## src/sv/assert_macros.svh

```systemverilog
// assertion macros shared by the rtl modules
`ifndef ASSERT_MACROS_SVH
`define ASSERT_MACROS_SVH

// property holds at every clock edge outside reset
`define ASSERT_ALWAYS(label, clk, rst, expr, msg) \
   label: assert property (@(posedge clk) disable iff (rst) (expr)) else $error(msg);

// consequent holds in the same cycle as the antecedent
`define ASSERT_IMPLIES(label, clk, rst, ante, cons, msg) \
   label: assert property (@(posedge clk) disable iff (rst) (ante) |-> (cons)) else $error(msg);

// consequent holds in the cycle after the antecedent
`define ASSERT_NEXT(label, clk, rst, ante, cons, msg) \
   label: assert property (@(posedge clk) disable iff (rst) (ante) |=> (cons)) else $error(msg);

`endif

```

## src/sv/mmpw_pkg.sv

```systemverilog
// package: constants and command/status types of the walk count core
`default_nettype none

package mmpw_pkg;

   localparam int DEF_NODES    = 8;
   localparam int DEF_EXP_BITS = 30;
   localparam int ROW_REGS     = 8;
   localparam int ROW_IW       = 3;
   localparam int EXP_W        = 30;
   localparam int NODE_W       = 3;
   localparam int CNT_W        = 30;
   localparam int ADJ_W        = 8;
   localparam int CSR_IDX_W    = 8;

   localparam logic [63:0] MODULUS_64 = 64'd1000000007;
   localparam logic [29:0] MODULUS    = 30'd1000000007;
   localparam logic [31:0] MODULUS_X2 = 32'd2000000014;
   // barrett constant floor(2^60 / p)
   localparam logic [30:0] BARRETT_MU = 31'((64'd1 << 60) / MODULUS_64);

   localparam logic [ADJ_W-1:0] ADJ_RESET [ROW_REGS] =
      '{8'd6, 8'd13, 8'd27, 8'd54, 8'd172, 8'd88, 8'd160, 8'd80};

   typedef struct packed {
      logic load;
      logic start_mul;
      logic use_adj;
      logic start_rd;
      logic load_rsp;
   } cmd_type;

   typedef struct packed {
      logic ident;
      logic mul_done;
      logic rd_done;
   } status_type;

endpackage

`default_nettype wire

```

## src/sv/mmpw_ctrl.sv

```systemverilog
// controller: square-and-multiply sequencing over the exponent bits and result handoff
`default_nettype none

`include "assert_macros.svh"

module mmpw_ctrl
   import mmpw_pkg::*;
#(
   parameter int EXP_BITS = DEF_EXP_BITS
) (
   input  wire logic             clock,
   input  wire logic             reset,
   input  wire logic             req_valid,
   output logic                  req_stall,
   input  wire logic [EXP_W-1:0] req_exponent,
   output logic                  rsp_valid,
   input  wire logic             rsp_stall,
   input  wire status_type       status,
   output cmd_type               cmd
);

   localparam int BW = $clog2(EXP_BITS + 1);

   typedef enum logic [2:0] {
      S_IDLE,
      S_BIT,
      S_SQR,
      S_STEP,
      S_ADJ,
      S_FETCH,
      S_OUT
   } state_type;

   state_type           state_ff;
   logic [EXP_BITS-1:0] exp_ff;
   logic [BW-1:0]       bits_ff;
   logic                rsp_valid_ff, start_mul_ff, use_adj_ff, start_rd_ff;
   logic                slot_free;

   assign slot_free = !rsp_valid_ff || !rsp_stall;

   always_ff @(posedge clock) begin
      if (reset) begin
         state_ff     <= S_IDLE;
         exp_ff       <= '0;
         bits_ff      <= '0;
         rsp_valid_ff <= 1'b0;
         start_mul_ff <= 1'b0;
         use_adj_ff   <= 1'b0;
         start_rd_ff  <= 1'b0;
      end else begin
         start_mul_ff <= 1'b0;
         start_rd_ff  <= 1'b0;
         if (rsp_valid_ff && !rsp_stall) begin
            rsp_valid_ff <= 1'b0;
         end
         case (state_ff)
            S_IDLE: begin
               if (req_valid) begin
                  exp_ff   <= EXP_BITS'(req_exponent);
                  bits_ff  <= BW'(EXP_BITS);
                  state_ff <= S_BIT;
               end
            end
            S_BIT: begin
               if (bits_ff == '0) begin
                  start_rd_ff <= 1'b1;
                  state_ff    <= S_FETCH;
               end else if (!status.ident) begin
                  start_mul_ff <= 1'b1;
                  use_adj_ff   <= 1'b0;
                  state_ff     <= S_SQR;
               end else begin
                  // squaring the identity changes nothing
                  state_ff <= S_STEP;
               end
            end
            S_SQR: begin
               if (status.mul_done) begin
                  state_ff <= S_STEP;
               end
            end
            S_STEP: begin
               if (exp_ff[EXP_BITS-1]) begin
                  start_mul_ff <= 1'b1;
                  use_adj_ff   <= 1'b1;
                  state_ff     <= S_ADJ;
               end else begin
                  exp_ff   <= exp_ff << 1;
                  bits_ff  <= bits_ff - 1'b1;
                  state_ff <= S_BIT;
               end
            end
            S_ADJ: begin
               if (status.mul_done) begin
                  exp_ff   <= exp_ff << 1;
                  bits_ff  <= bits_ff - 1'b1;
                  state_ff <= S_BIT;
               end
            end
            S_FETCH: begin
               if (status.rd_done) begin
                  state_ff <= S_OUT;
               end
            end
            S_OUT: begin
               if (slot_free) begin
                  rsp_valid_ff <= 1'b1;
                  state_ff     <= S_IDLE;
               end
            end
            default: begin
               state_ff <= S_IDLE;
            end
         endcase
      end
   end

   always_comb begin
      cmd.load      = (state_ff == S_IDLE) && req_valid;
      cmd.start_mul = start_mul_ff;
      cmd.use_adj   = use_adj_ff;
      cmd.start_rd  = start_rd_ff;
      cmd.load_rsp  = (state_ff == S_OUT) && slot_free;
   end

   assign req_stall = (state_ff != S_IDLE);
   assign rsp_valid = rsp_valid_ff;

   `ASSERT_IMPLIES(a_done_while_waiting, clock, reset, status.mul_done, state_ff == S_SQR || state_ff == S_ADJ, "multiply done outside wait state")
   `ASSERT_NEXT(a_load_starts_walk, clock, reset, state_ff == S_IDLE && req_valid, state_ff == S_BIT && bits_ff == BW'(EXP_BITS), "transfer did not start the bit walk")

endmodule

`default_nettype wire

```

## config.mk

```make
export PLATFORM = sky130hd
export DESIGN_NAME = mmpw_ctrl
export DESIGN_NICKNAME = d
export VERILOG_FILES = /design/src/sv/mmpw_pkg.sv /design/src/sv/mmpw_ctrl.sv
export VERILOG_INCLUDE_DIRS = /design/src /design/src/sv
export SDC_FILE = /design/constraint.sdc
export NUM_CORES = 1
export LEC_CHECK = 0
export BUFFER_PORTS_ARGS = -buffer_cell sky130_fd_sc_hd__buf_4
export CAP_MARGIN = 30
export CORE_MARGIN = 4
export CORE_UTILIZATION = 47
export CTS_CLUSTER_DIAMETER = 100
export DETAILED_ROUTE_END_ITERATION = 6
export PLACE_DENSITY = 0.71
export SETUP_SLACK_MARGIN = 0.1
export SYNTH_ARGS = -nofsm -noshare
export SYNTH_HDL_FRONTEND = slang
export SYNTH_SLANG_ARGS = --single-unit
```

## constraint.sdc

```tcl
create_clock -name clock -period 1.7 [get_ports clock]
set_input_delay 0.255 -clock clock [delete_from_list [all_inputs] [get_ports clock]]
set_output_delay 0.255 -clock clock [all_outputs]
set_load 0.02 [all_outputs]
```

==> flow_summary.toml <==
[place]
preCtsSetupSlack_ns = 0.0570
port_buffers = 43
hpwl_um = 3850
gp_congestion = 0.850

[detailed_routing]
num_vias = 2453
drtIter0Drc = 151
avgRoutedWirePerCell_um = 15.8
drc = 0
antenna_left = 0
vias_per_cell = 6.04
dr.pass1.iters = 4
finalWirelength_um = 6430

[timing]
rsz0062_at_grt = "true"
finalWorstSetupSlack_ns = 0.0514
fmax_ghz = 0.607
fin_skew_ns = 0.00206
tightest_slew_ns = 0.595
min_period_ns = 1.65
hold_violations = 0
slew-limit-headroom_pct = 59.3
slew_viol_final = 0
setup_viol = 0
fin_crit_sh_pct = 97.0

[yosys]
synth_area_um2 = 2390
synth_nets = 336
synthCells = 298
syn_area_per_cell_um2 = 8.01
ys.flop_type = "dfxtp_1"
synth_edf_count = 0
yosysSeqAreaShare_pct = 35.2
synth_warnings = 0
synthArstFlopShare_pct = 0
ys_ff_latch = 42
ys_types = 31

[floorplanning]
die_x_um = 79.3
fp.dieArea_um2 = 6280
die_h_um = 79.3
core_um2 = 4820
pin_count = 44
rows = 25
initial_core_util_pct = 49.6

[job]
maxCapViolCount = 0

[critical_path]
cp-end-kind = "primary output"
cp_data_required_time_ns = 1.44
worstSetupPathType = "reg -> out"
start_kind = "register"
critPathArrivalTime_ns = 1.39
crit_path_max_fanout = 6

[final_layout]
seqCellArea_um2 = 852
multiInputGateArea_um2 = 1470
nNetsFinal = 378
drive_gt1_share_pct = 29.8
diodes = 0
final_util_pct = 65.5
syn2layout_area_growth_pct = 32.1
nFillCells = 443

[clocking]
root_buffer = "clkbuf_8"
clk_pin_slew_worst_paths_ns = 0.08
ctsLongestPathBuffers = 2
cts_buffers = 5
worst_skew_pair.late_latency_ns = 0.29
cts_tree = "done"
cts_sinks = 42
htreeDepth = 2

[global_route]
grt_pass1_wl_um = 10600
grt_pass1_vias = 2272
grt_max_degree = 43
grt_use_total_pct = 20.7
antenna_found_initial = 0
overflow = 0

[hold_path]
min_path_type = "in -> reg"

[pwr]
peakVddDrop_mv = 0.725
p_total_mw = 4.27
cellPowerDensity_nw_per_um2 = 1360
leakage_nw = 1.18

[status]
outcome = "finished, final reports clean"
## cell usage in the layout, fill, tap and decap left out, types with 2 or more instances in the layout
cell type  instances
a211oi_1           5
nor3_1             4
buf_12             5
nor2_1            33
a21oi_2            3
dfxtp_4            3
a311oi_1          24
o21ai_0            8
or3_4              2
inv_1              9
nor3b_4            2
buf_4             55
and2_1             3
nor2b_1            2
a21o_1            27
a311oi_2           3
nor2b_2            2
a221oi_1           3
buf_6              7
o221ai_1          27
a21oi_1            9
dfxtp_1           39
clkbuf_8           6
nor3b_1            2
nand2_1           36
## layout make-up
class	count	area share [%]
Tap cell	67	2.66
Inverter	9	1.07
Multi-Input combinational cell	213	46.5
Timing Repair Buffer	69	20.1
Clock buffer	6	2.62
Sequential cell	42	27.0
## report_power, final
part,leakage [nW],total (mW),switching [mW],internal [mW]
Combinational,0.783,2.15,1.10,1.05
Sequential,0.349,1.49,0.222,1.27
Clock,0.0431,0.638,0.324,0.314
Total,1.18,4.27,1.64,2.63
## layer usage
metal | global-route usage, % | wire length [um]
met1 | 27.5 | 2970
met2 | 34.6 | 3060
met3 | 4.54 | 321
met4 | 4.12 | 72
met5 | 0 | 0
## logic make-up after synthesis
| group | Yosys count | share of synthesized area, % |
|---|---|---|
| AO/OA/AOI/OAI | 117 | 37.8 |
| adder cells (fa/ha/maj) | 1 | 0.524 |
| buffers and inverters | 43 | 8.28 |
| flip-flops | 42 | 35.2 |
| multiplexers | 2 | 0.891 |
| AND/OR/NAND/NOR | 93 | 17.3 |
## through the flow
| step | instance area [um^2] | instances | hold WS [ns] | TNS [ns] |
|---|---|---|---|---|
| after CTS | 2990 | 400 | 0.243 | 0 |
| after global placement | 2810 | 391 | 0.460 | 0 |
| after global routing | 3150 | 406 | 0.242 | -0.0483 |
| final | 3150 | 406 | 0.246 | 0 |
| after detailed placement | 2810 | 391 | 0.482 | 0 |
| after floorplan | 2390 | 298 | 0.407 | 0 |
## final timing paths
check / start / to / slack, ns / cells after the start
worst max register to register: bits_ff[1]$_SDFFE_PP0P_ / state_ff[2]$_SDFFE_PP0P_ / 0.08 / 6
worst min register to register: exp_ff[21]$_SDFFE_PP0P_ / exp_ff[22]$_SDFFE_PP0P_ / 0.49 / 2
worst max-delay path: state_ff[0]$_SDFFE_PP0P_ / cmd[4] / 0.05 / 4
worst min-delay path: req_exponent[0] / exp_ff[0]$_SDFFE_PP0P_ / 0.25 / 3
## Yosys cell counts, types with 2 or more instances
cell / n / area [um^2]
inv_1: 9 / 33.8
a21o_1: 28 / 210
nor2b_1: 4 / 25.0
o221ai_1: 27 / 236
clkbuf_1: 11 / 41.3
o21ai_0: 10 / 50.1
buf_1: 2 / 7.51
or3_1: 2 / 12.5
a211oi_1: 5 / 37.5
a221oi_1: 4 / 35.0
nor3_1: 4 / 20.0
nor3b_1: 4 / 30.0
a2111oi_0: 2 / 17.5
buf_4: 4 / 30.0
buf_2: 17 / 85.1
nor2_1: 35 / 131
a311oi_1: 27 / 236
nand2_1: 36 / 135
and2_1: 3 / 18.8
dfxtp_1: 42 / 841
a21oi_1: 12 / 60.1
## worst max-delay path, stage by stage (launching register included)
cell	delay [ns]
dfxtp_4	0.36
buf_6	0.13
or3_4	0.39
nor2_4	0.11
buf_6	0.11
## state kept, by name, indices dropped and copies added, names as in the netlist
signal / cells
exp_ff: 30
bits_ff: 5
state_ff: 3
rsp_valid: 1
start_mul_ff: 1
start_rd_ff: 1
use_adj_ff: 1
## what timing repair did
| action | CTS | global route |
|---|---|---|
| setup endpoints to repair | 14 | 35 |
| buffers inserted | 2 | 6 |
| gates cloned | 1 | 0 |
| hold endpoints to repair | 0 | 0 |
| hold buffers | 0 | 0 |
| pin swaps | 1 | 13 |
| resized for setup | 12 | 30 |
Power figures use the tool's default switching activity.
